`src/hw/rtl/vfc_pkg.sv`:
```
// Shared types and codes for the voxel face culling mesher.
// No dependencies; used by vfc_front, vfc_back and the top level.
package vfc_pkg;

  // Input actions
  typedef enum logic [1:0] {
    ACT_WRITE = 2'd0,
    ACT_READ  = 2'd1,
    ACT_START = 2'd2,
    ACT_SCAN  = 2'd3
  } action_e;

  // Result kinds
  localparam logic [2:0] KIND_WACK  = 3'd0;
  localparam logic [2:0] KIND_READ  = 3'd1;
  localparam logic [2:0] KIND_FACE  = 3'd2;
  localparam logic [2:0] KIND_DONE  = 3'd3;
  localparam logic [2:0] KIND_START = 3'd4;

  // Face directions
  localparam logic [2:0] DIR_PY = 3'd0;
  localparam logic [2:0] DIR_NY = 3'd1;
  localparam logic [2:0] DIR_PZ = 3'd2;
  localparam logic [2:0] DIR_NZ = 3'd3;
  localparam logic [2:0] DIR_PX = 3'd4;
  localparam logic [2:0] DIR_NX = 3'd5;

  localparam int unsigned VERT_W    = 17;
  localparam logic [VERT_W-1:0] VERT_STEP = 17'd4;

  // Classified command passed from the front to the back
  typedef struct packed {
    action_e     action;
    logic        in_range;
    logic [7:0]  x;
    logic [7:0]  y;
    logic [7:0]  z;
    logic [15:0] value;
  } cmd_t;

endpackage

```
`src/hw/rtl/vfc_front.sv`:
```
// Front end: accepts input items, range-checks coordinates, masks the block
// value and queues the classified commands. Depends on vfc_pkg.
module vfc_front #(
  parameter int GRID_SIDE  = 16,
  parameter int BLOCK_BITS = 16
) (
  input  logic               clk_i,
  input  logic               rst_ni,
  input  logic               in_valid_i,
  output logic               in_ready_o,
  input  logic [1:0]         action_i,
  input  logic signed [7:0]  cell_x_i,
  input  logic signed [7:0]  cell_y_i,
  input  logic signed [7:0]  cell_z_i,
  input  logic [15:0]        block_value_i,
  input  logic               busy_i,
  output logic               cmd_valid_o,
  input  logic               cmd_ready_i,
  output vfc_pkg::cmd_t      cmd_o
);

  localparam logic [15:0] VAL_MASK =
    (BLOCK_BITS >= 16) ? 16'hFFFF : 16'((32'd1 << BLOCK_BITS) - 32'd1);
  localparam logic [6:0] SIDE = 7'(GRID_SIDE);

  vfc_pkg::cmd_t queue_q [2];
  logic          wr_ptr_q, wr_ptr_d;
  logic          rd_ptr_q, rd_ptr_d;
  logic [1:0]    cnt_q, cnt_d;
  vfc_pkg::cmd_t cmd_new;
  logic          push, pop;

  // Classify the incoming item
  always_comb begin
    cmd_new.action   = vfc_pkg::action_e'(action_i);
    cmd_new.in_range = !cell_x_i[7] && (cell_x_i[6:0] < SIDE) &&
                       !cell_y_i[7] && (cell_y_i[6:0] < SIDE) &&
                       !cell_z_i[7] && (cell_z_i[6:0] < SIDE);
    cmd_new.x        = cell_x_i;
    cmd_new.y        = cell_y_i;
    cmd_new.z        = cell_z_i;
    cmd_new.value    = block_value_i & VAL_MASK;
  end

  // Hold off new items while full or while the grid is being initialized
  assign in_ready_o  = (cnt_q != 2'd2) && !busy_i;
  assign push        = in_valid_i && in_ready_o;
  assign cmd_valid_o = (cnt_q != 2'd0);
  assign pop         = cmd_valid_o && cmd_ready_i;
  assign cmd_o       = queue_q[rd_ptr_q];

  // Advance pointers and fill count
  always_comb begin
    wr_ptr_d = wr_ptr_q ^ push;
    rd_ptr_d = rd_ptr_q ^ pop;
    cnt_d    = cnt_q;
    if (push && !pop) begin
      cnt_d = cnt_q + 2'd1;
    end else if (pop && !push) begin
      cnt_d = cnt_q - 2'd1;
    end
  end

  always_ff @(posedge clk_i or negedge rst_ni) begin
    if (!rst_ni) begin
      wr_ptr_q <= 1'b0;
      rd_ptr_q <= 1'b0;
      cnt_q    <= 2'd0;
    end else begin
      wr_ptr_q <= wr_ptr_d;
      rd_ptr_q <= rd_ptr_d;
      cnt_q    <= cnt_d;
    end
  end

  // Store the queued commands
  always_ff @(posedge clk_i) begin
    if (push) begin
      queue_q[wr_ptr_q] <= cmd_new;
    end
  end

  a_cnt_bound: assert property (@(posedge clk_i) disable iff (!rst_ni)
    cnt_q <= 2'd2) else $error("queue count out of range");

  a_no_push_full: assert property (@(posedge clk_i) disable iff (!rst_ni)
    (cnt_q == 2'd2 && !pop) |=> (cnt_q == 2'd2))
    else $error("queue count changed while full without a pop");

endmodule

```
`config.mk`:
```
export PLATFORM = sky130hd
export DESIGN_NAME = vfc_front
export DESIGN_NICKNAME = d
export VERILOG_FILES = /design/src/hw/rtl/vfc_pkg.sv /design/src/hw/rtl/vfc_front.sv
export SDC_FILE = /design/constraint.sdc
export NUM_CORES = 1
export LEC_CHECK = 0
export ABC_AREA = 0
export ABC_CLOCK_PERIOD_IN_PS = 5050
export BUFFER_PORTS_ARGS = -buffer_cell sky130_fd_sc_hd__buf_2
export CAP_MARGIN = 30
export CORE_ASPECT_RATIO = 1.75
export CORE_MARGIN = 10
export CORE_UTILIZATION = 50
export CTS_CLUSTER_SIZE = 30
export DETAILED_ROUTE_END_ITERATION = 10
export GPL_TIMING_DRIVEN = 0
export MAX_ROUTING_LAYER = met4
export PLACE_DENSITY = 0.81
export SYNTH_ARGS = -nofsm -noshare
export SYNTH_HDL_FRONTEND = slang
export SYNTH_SLANG_ARGS = --single-unit
```
`constraint.sdc`:
```
create_clock -name clk_i -period 5.05 [get_ports clk_i]
set_input_delay 0.505 -clock clk_i [delete_from_list [all_inputs] [get_ports clk_i]]
set_output_delay 0.505 -clock clk_i [all_outputs]
set_load 0.01 [all_outputs]
```
==> metrics.md, run 1 <==
| Metric | Value |
|---|---|
| Outcome | completed |
| Hold Path Stages | 1 |
| Post-cts repair resize count | 0 |
| Antenna Violating Nets Remaining | 0 |
| Capture point of the worst reg-to-reg path | queue_q[1][0]$_DFFE_PP_ |
| Syn_area_per_cell | ~23 µm² |
| Worst path cell trace | inv_1 -> a21oi_1 -> and2_1 -> ha_2 -> buf_16 |
| Routability congestion estimate | approximately 0.68 |
| Seq/Total Area, Yosys | 0.758 |
| Leading area contributor after synthesis | edfxtp_1 |
| Synth warn | 0 |
| DP HPWL | 4.63 mm |
| GRT Util Overall | 0.123 |
| Vias per inst | 4.93 |
| Chip width | 83.6 µm |
| Worst Hold Path EP | queue_q[1][34]$_DFFE_PP_ |
| CP peak stage delay | ~580 ps |
| Area grow syn2layout | 26.3% |
| Crit-path slowest cell | ha_2 |
| Nets | roughly 310 |
| Clock transition at path regs | about 60 ps |
| Final setup viols | 0 |
| CP arrival | 2040 ps |
| Placed inst area | slightly above 4000 µm² |
| Clock root cell | clkbuf_16 |
| WL/cell | 18.0 µm |
| Initial antenna violation count | 0 |
| Top cell type's share of synthesized area | 0.730 |
| Min cycle time layout | approximately 2000 ps |
| TritonCTS Buffers | 9 |
| Highest Clock Rate | roughly 500 MHz |
| Switch share | 0.260 |
| Crit path kind | reg2reg |
| Drt drc | 0 |
| Synth cell types | 17 |
| Final Cell Area | 4470 µm² |
| Share of layout cells above drive strength 1 | 0.584 |
| Commonest non-fill, non-tap cells in the layout | buf_2 (91), edfxtp_1 (86), mux2_4 (39), clkbuf_16 (9) |
| Int Pwr | approximately 1.8 mW |
| Drt first pass iters | 4 |
| H-tree levels | 3 |
| Fin. Hold Viols | 0 |
| Vias in the first global route | just under 2k |
| Place WS | ~2900 ps |
| R2r setup slk | a little over 3000 ps |
| Reg2Reg Depth | 5 |
| Worst setup SP type | register |
| Critical Path RT | approximately 5100 ps |
| Routed WL | ~6.3 mm |
| Max-slew headroom | 0.613 |
| Top cells by area, synth | edfxtp_1 (73%), mux2_4 (17%), dfrtp_1 (2.8%) |
| CTS tree | done |
| Family with the most delay on the worst path | adder cells |
| Leakage | around 1.8 nW |
| CP max FO | 23 |
| Die height | 131 µm |
| RSZ-0062 raised after global routing | false |
| Post-CTS Setup Inserts | 0 |
| Max-Cap Viols | 0 |
| Clk sinks | 90 |
| Setup crit end kind | register |
| Hold Crit Class | in2reg |
| Clock buffer depth | 2 |
| Port bufs | 91 |
| Final clock skew | 5.60 ps |
| Sw power | a little over 0.6 mW |
| Cell Pwr Density | about 530 nW/µm² |
| Setup Total Neg Slack | 0 ps |
| Maximum VDD drop | between 0.3 and 0.4 mV |
| Post-synthesis cell count | 157 |
| Leading cell type in the layout, fill and taps excluded | buf_2 |
| DIE AREA | 11000 µm² |
| Fin. max-slew vios | 0 |
| Worst r2r src | cnt_q[0]$_DFFE_PN0P_ |
| First-pass GRT wire length | about 10 mm |
| Initial core utilization | 0.516 |
| Row count | 40 |
| I/O pin cnt | 92 |
| Final core utilization | 0.652 |
| Largest net degree at the start of global routing | 24 |
| Clock power share | 0.274 |
| Syn Std Cell Area | around 3500 µm² |
| Buf/Inv on CP | 2 |
| Tcrit/Tclk final | 0.397 |
| Core footprint | 6860 µm² |
| GRT overflow | 0 |
| Sequential Power Share | 0.406 |
| Diode count | 0 |
| Gate power share | 0.320 |
| Worst-Skew Late Latency | 330 ps |
| Crit path from | cnt_q[0]$_DFFE_PN0P_ |
| Seq cells post-synth | 90 |
| Fillers | 488 |
| Hold Crit Start | cell_x_i[2] |
| Syn nets | between 200 and 250 |
| Actual slew at the worst max-slew pin | 581 ps |
| Via count | about 1.7k |
| Initial drt markers | 75 |
| PnR worst setup slack | 3040 ps |
Yosys cell counts, drive strengths merged:
library cell	count
a21oi	1
xnor2	2
xor2	2
mux2	43
nand2	1
ha	3
dfrtp	4
edfxtp	86
and2	1
nor2	1
buf	5
and3	1
or2	1
inv	3
nor4	3
cell families after synthesis:
family          after synthesis  share of synthesized area
fa+ha+maj                     3                     0.0106
simple gates                  8                     0.0127
flops                        90                      0.758
xor+xnor                      4                    0.00990
mux                          43                      0.178
buf+inv                       8                     0.0290
compound gates                1                    0.00141
timing repair:
item	CTS	global route
endpoints found under the hold margin	4	0
hold buffers	1	0
setup endpoints to repair	0	0
power by group through the flow:
| stage | clock [mW] | sequential, mW | combinational, mW |
|---|---|---|---|
| finish | 0.653 | 0.966 | 0.761 |
| global route | 0.698 | 0.976 | 0.823 |
| CTS | 0.667 | 0.967 | 0.782 |
| detailed placement | 0 | 0.981 | 0.778 |
| global placement | 0 | 0.979 | 0.748 |
| floorplan | 0 | 0.974 | 0.541 |
metrics by stage:
stage / instances / hold WS, ps / power, mW
floorplan: 157 / 209 / 1.52
global placement: 332 / 311 / 1.73
detailed placement: 334 / 316 / 1.76
CTS: 351 / 346 / 2.42
global route: 351 / 345 / 2.50
finish: 351 / 354 / 2.38
registers in the layout, indices dropped and copies added (netlist names):
register / flops
cnt_q: 2
queue_q: 86
rd_ptr_q: 1
wr_ptr_q: 1
worst max-delay path by stage:
stage | end | slack (ps) | cells past startpoint
floorplan | queue_q[1][0]$_DFFE_PP_ | 2600 | 3
global placement | queue_q[1][42]$_DFFE_PP_ | 2150 | 4
detailed placement | queue_q[1][27]$_DFFE_PP_ | 2900 | 5
CTS | queue_q[1][0]$_DFFE_PP_ | 3010 | 5
global route | queue_q[1][0]$_DFFE_PP_ | 2880 | 5
finish | queue_q[1][0]$_DFFE_PP_ | 3040 | 5
per-layer routing:
layer	up-vias	share of wire	track usage	wire [µm]
met4	0	0.020	0.0579	128
met3	10	0.074	0.0569	465
met5	-	0	-	0
met2	63	0.55	0.207	3450
met1	830	0.36	0.116	2280
li1	826	-	-	-
layout make-up:
type | instances | area, µm² | area share
Buffer | 5 | 91.3 | 0.0204
Timing Repair Buffer | 94 | 520 | 0.116
Tap cell | 84 | 105 | 0.0235
Clock inverter | 2 | 37.5 | 0.00840
Inverter | 3 | 11.3 | 0.00252
Sequential cell | 90 | 2680 | 0.600
Multi-Input combinational cell | 59 | 758 | 0.170
Clock buffer | 14 | 264 | 0.0591
Power figures use the tool's default switching activity.
==> run 2, diff against run 1 <==
ABC_CLOCK_PERIOD_IN_PS = 1800   (was 5050)
CORE_UTILIZATION = 47   (was 50)
PLACE_DENSITY = 0.8   (was 0.81)
clock period = 1.8 ns   (was 5.05 ns; I/O delays follow)
==> metrics.md, run 2 (synthesized netlist as in run 1, its figures left out) <==
| Metric | Value |
|---|---|
| Fin. max-slew vios | 0 (unchanged) |
| Chip width | 85.6 µm (+2.4%) |
| Largest register FFs | 86 (unchanged) |
| Actual slew at the worst max-slew pin | 354 ps (-227 ps) |
| Worst path cell trace | inv_1 -> a21oi_1 -> and2_1 -> ha_4 -> buf_12 |
| Row count | 41 (+2.5%) |
| Nets | 314 (+0.64%) |
| Via count | 1713 (-0.93%) |
| Largest net degree at the start of global routing | 26 (+8.3%) |
| Hold Crit Class | in2reg |
| RSZ-0062 raised after global routing | false |
| Crit-path slowest cell | dfrtp_1 |
| Final core utilization | 0.623 (-0.0290) |
| Drt first pass iters | 4 (unchanged) |
| Die height | 135 µm (+2.7%) |
| Biggest register | queue_q |
| Initial antenna violation count | 0 (unchanged) |
| Non-Filler Instances | 355 (+1.1%) |
| WL/cell | 18.2 µm (+1.3%) |
| H-tree levels | 3 (unchanged) |
| Crit path kind | reg2reg |
| Setup crit end kind | register |
| Final setup viols | 0 (unchanged) |
| Diode count | 0 (unchanged) |
| First-pass GRT wire length | 10.1 mm (-0.21%) |
| CP max FO | 25 (+8.7%) |
| Max-Cap Viols | 0 (unchanged) |
| Core footprint | 7280 µm² (+6.2%) |
| DIE AREA | 11500 µm² (+5.1%) |
| Leakage | 1.83 nW (+1.0%) |
| Vias per inst | 4.83 (-2.0%) |
| Vias in the first global route | 1914 (-3.7%) |
| GRT overflow | 0 (unchanged) |
| DP HPWL | 4.75 mm (+2.5%) |
| Max-slew headroom | 0.762 (+0.149) |
| Initial core utilization | 0.486 (-0.0303) |
| Critical Path RT | 1830 ps (-3250 ps) |
| Cell Pwr Density | 1510 nW/µm² (+180%) |
| Leading cell type in the layout, fill and taps excluded | buf_2 |
| Antenna Violating Nets Remaining | 0 (unchanged) |
| Placed Cells | 336 (+0.60%) |
| Initial drt markers | 57 (-24%) |
| Highest Clock Rate | 601 MHz (+21%) |
| CP arrival | 1700 ps (-340 ps) |
| TritonCTS Buffers | 9 (unchanged) |
| Maximum VDD drop | 0.994 mV (+170%) |
| Drt drc | 0 (unchanged) |
| Port bufs | 91 (unchanged) |
| Largest registers | queue_q: 86 flops, cnt_q: 2 flops |
| Fillers | 545 (+12%) |
| Worst setup SP type | register |
| CTS tree | done |
| Commonest non-fill, non-tap cells in the layout | buf_2 (91), edfxtp_1 (86), mux2_4 (39), clkbuf_16 (9), buf_12 (8) |
| Clk sinks | 90 (unchanged) |
| Clock transition at path regs | 60 ps (about the same) |
| Share of layout cells above drive strength 1 | 0.591 (+0.00681) |
| GRT Util Overall | 0.119 (-0.00433) |
| CP peak stage delay | 420 ps (-160 ps) |
| I/O pin cnt | 92 (unchanged) |
| Worst-Skew Late Latency | 330 ps (about the same) |
| Fin. Hold Viols | 0 (unchanged) |
| Min cycle time layout | 1660 ps (-342 ps) |
| Area grow syn2layout | 28.3% |
| Clock root cell | clkbuf_16 |
| Routed WL | 6.47 mm (+2.4%) |
| Outcome | completed |
| Routability congestion estimate | 0.728 (+6.9%) |
| Final clock skew | 3.47 ps (-2.14 ps) |
| Tcrit/Tclk final | 0.925 (+0.527) |
| Clock buffer depth | 2 (unchanged) |
-- run 2: cell count changes in the layout (fill, tap and decap cells not counted), sizes merged --
| cell | before | now |
|---|---|---|
| buf | 98 | 100 |
| clkbuf | 14 | 12 |
| bufinv | 1 | 2 |
| clkinvlp | 1 | 2 |
-- run 2: timing repair --
item	in CTS	in global routing
resized for setup	2	0
hold endpoints to repair	4	0
hold buffers	1	0
buffers inserted	2	0
setup endpoints to repair	58	0
-- run 2: worst max-delay path, delay by kind of cell (launching register included) --
| family | cells | cell delay [ps] |
|---|---|---|
| and+or+nand+nor | 1 | 300 |
| DFF | 1 | 420 |
| buffers and inverters | 2 | 270 |
| AOI/OAI and AO/OA | 1 | 150 |
| adders and majority gates | 1 | 210 |
-- run 2: area by class of cell --
| cell class | count | area (µm²) | area share |
|---|---|---|---|
| repair buffers | 96 | 546 | 0.120 |
| plain buffers | 5 | 91.3 | 0.0201 |
| inverters | 3 | 11.3 | 0.00248 |
| well taps | 86 | 108 | 0.0237 |
| clock buffers | 12 | 246 | 0.0543 |
| clock inverters | 4 | 75.1 | 0.0165 |
| multi-input cells | 59 | 778 | 0.171 |
| flip-flops and latches | 90 | 2680 | 0.591 |
-- run 2: stage by stage --
stage	power [mW]	instance area, µm²	setup TNS, ps	hold WS [ps]	setup slack [ps]
2_1_floorplan	4.25	3540	-12470	-116	-145
3_3_place_gp	4.84	4110	-25890	-13.8	-303
3_5_place_dp	4.92	4150	-10670	-9.95	-219
4_1_cts	6.96	4540	0	14.5	134
5_1_grt	7.15	4540	0	24.2	17.1
6_report	6.83	4540	0	33.4	136
-- run 2: final timing paths --
kind,start,to,slack [ps],depth (start not counted)
min in group asynchronous,rst_ni,cnt_q[1]$_DFFE_PN0P_,200,2
max reg2reg,cnt_q[0]$_DFFE_PN0P_,queue_q[0][33]$_DFFE_PP_,140,5
max,cnt_q[0]$_DFFE_PN0P_,queue_q[0][33]$_DFFE_PP_,140,5
min reg2reg,cnt_q[1]$_DFFE_PN0P_,cnt_q[1]$_DFFE_PN0P_,500,1
min,block_value_i[0],queue_q[1][0]$_DFFE_PP_,30,1
max in group asynchronous,rst_ni,cnt_q[0]$_DFFE_PN0P_,1480,2
-- run 2: metal layers --
metal,vias to the layer above,GRT usage,share of wire
met5,-,-,0
met4,0,0.0551,0.020
met3,10,0.0392,0.065
met2,56,0.208,0.57
met1,820,0.115,0.35
li1,827,-,-
-- run 2: report_power, final --
part | leakage, nW | switching (mW) | total, mW | internal (mW)
registers | 0.835 | 0.0948 | 2.71 | 2.62
clock network | 0.149 | 0.694 | 1.95 | 1.25
logic | 0.849 | 0.974 | 2.17 | 1.20
total | 1.83 | 1.76 | 6.83 | 5.07
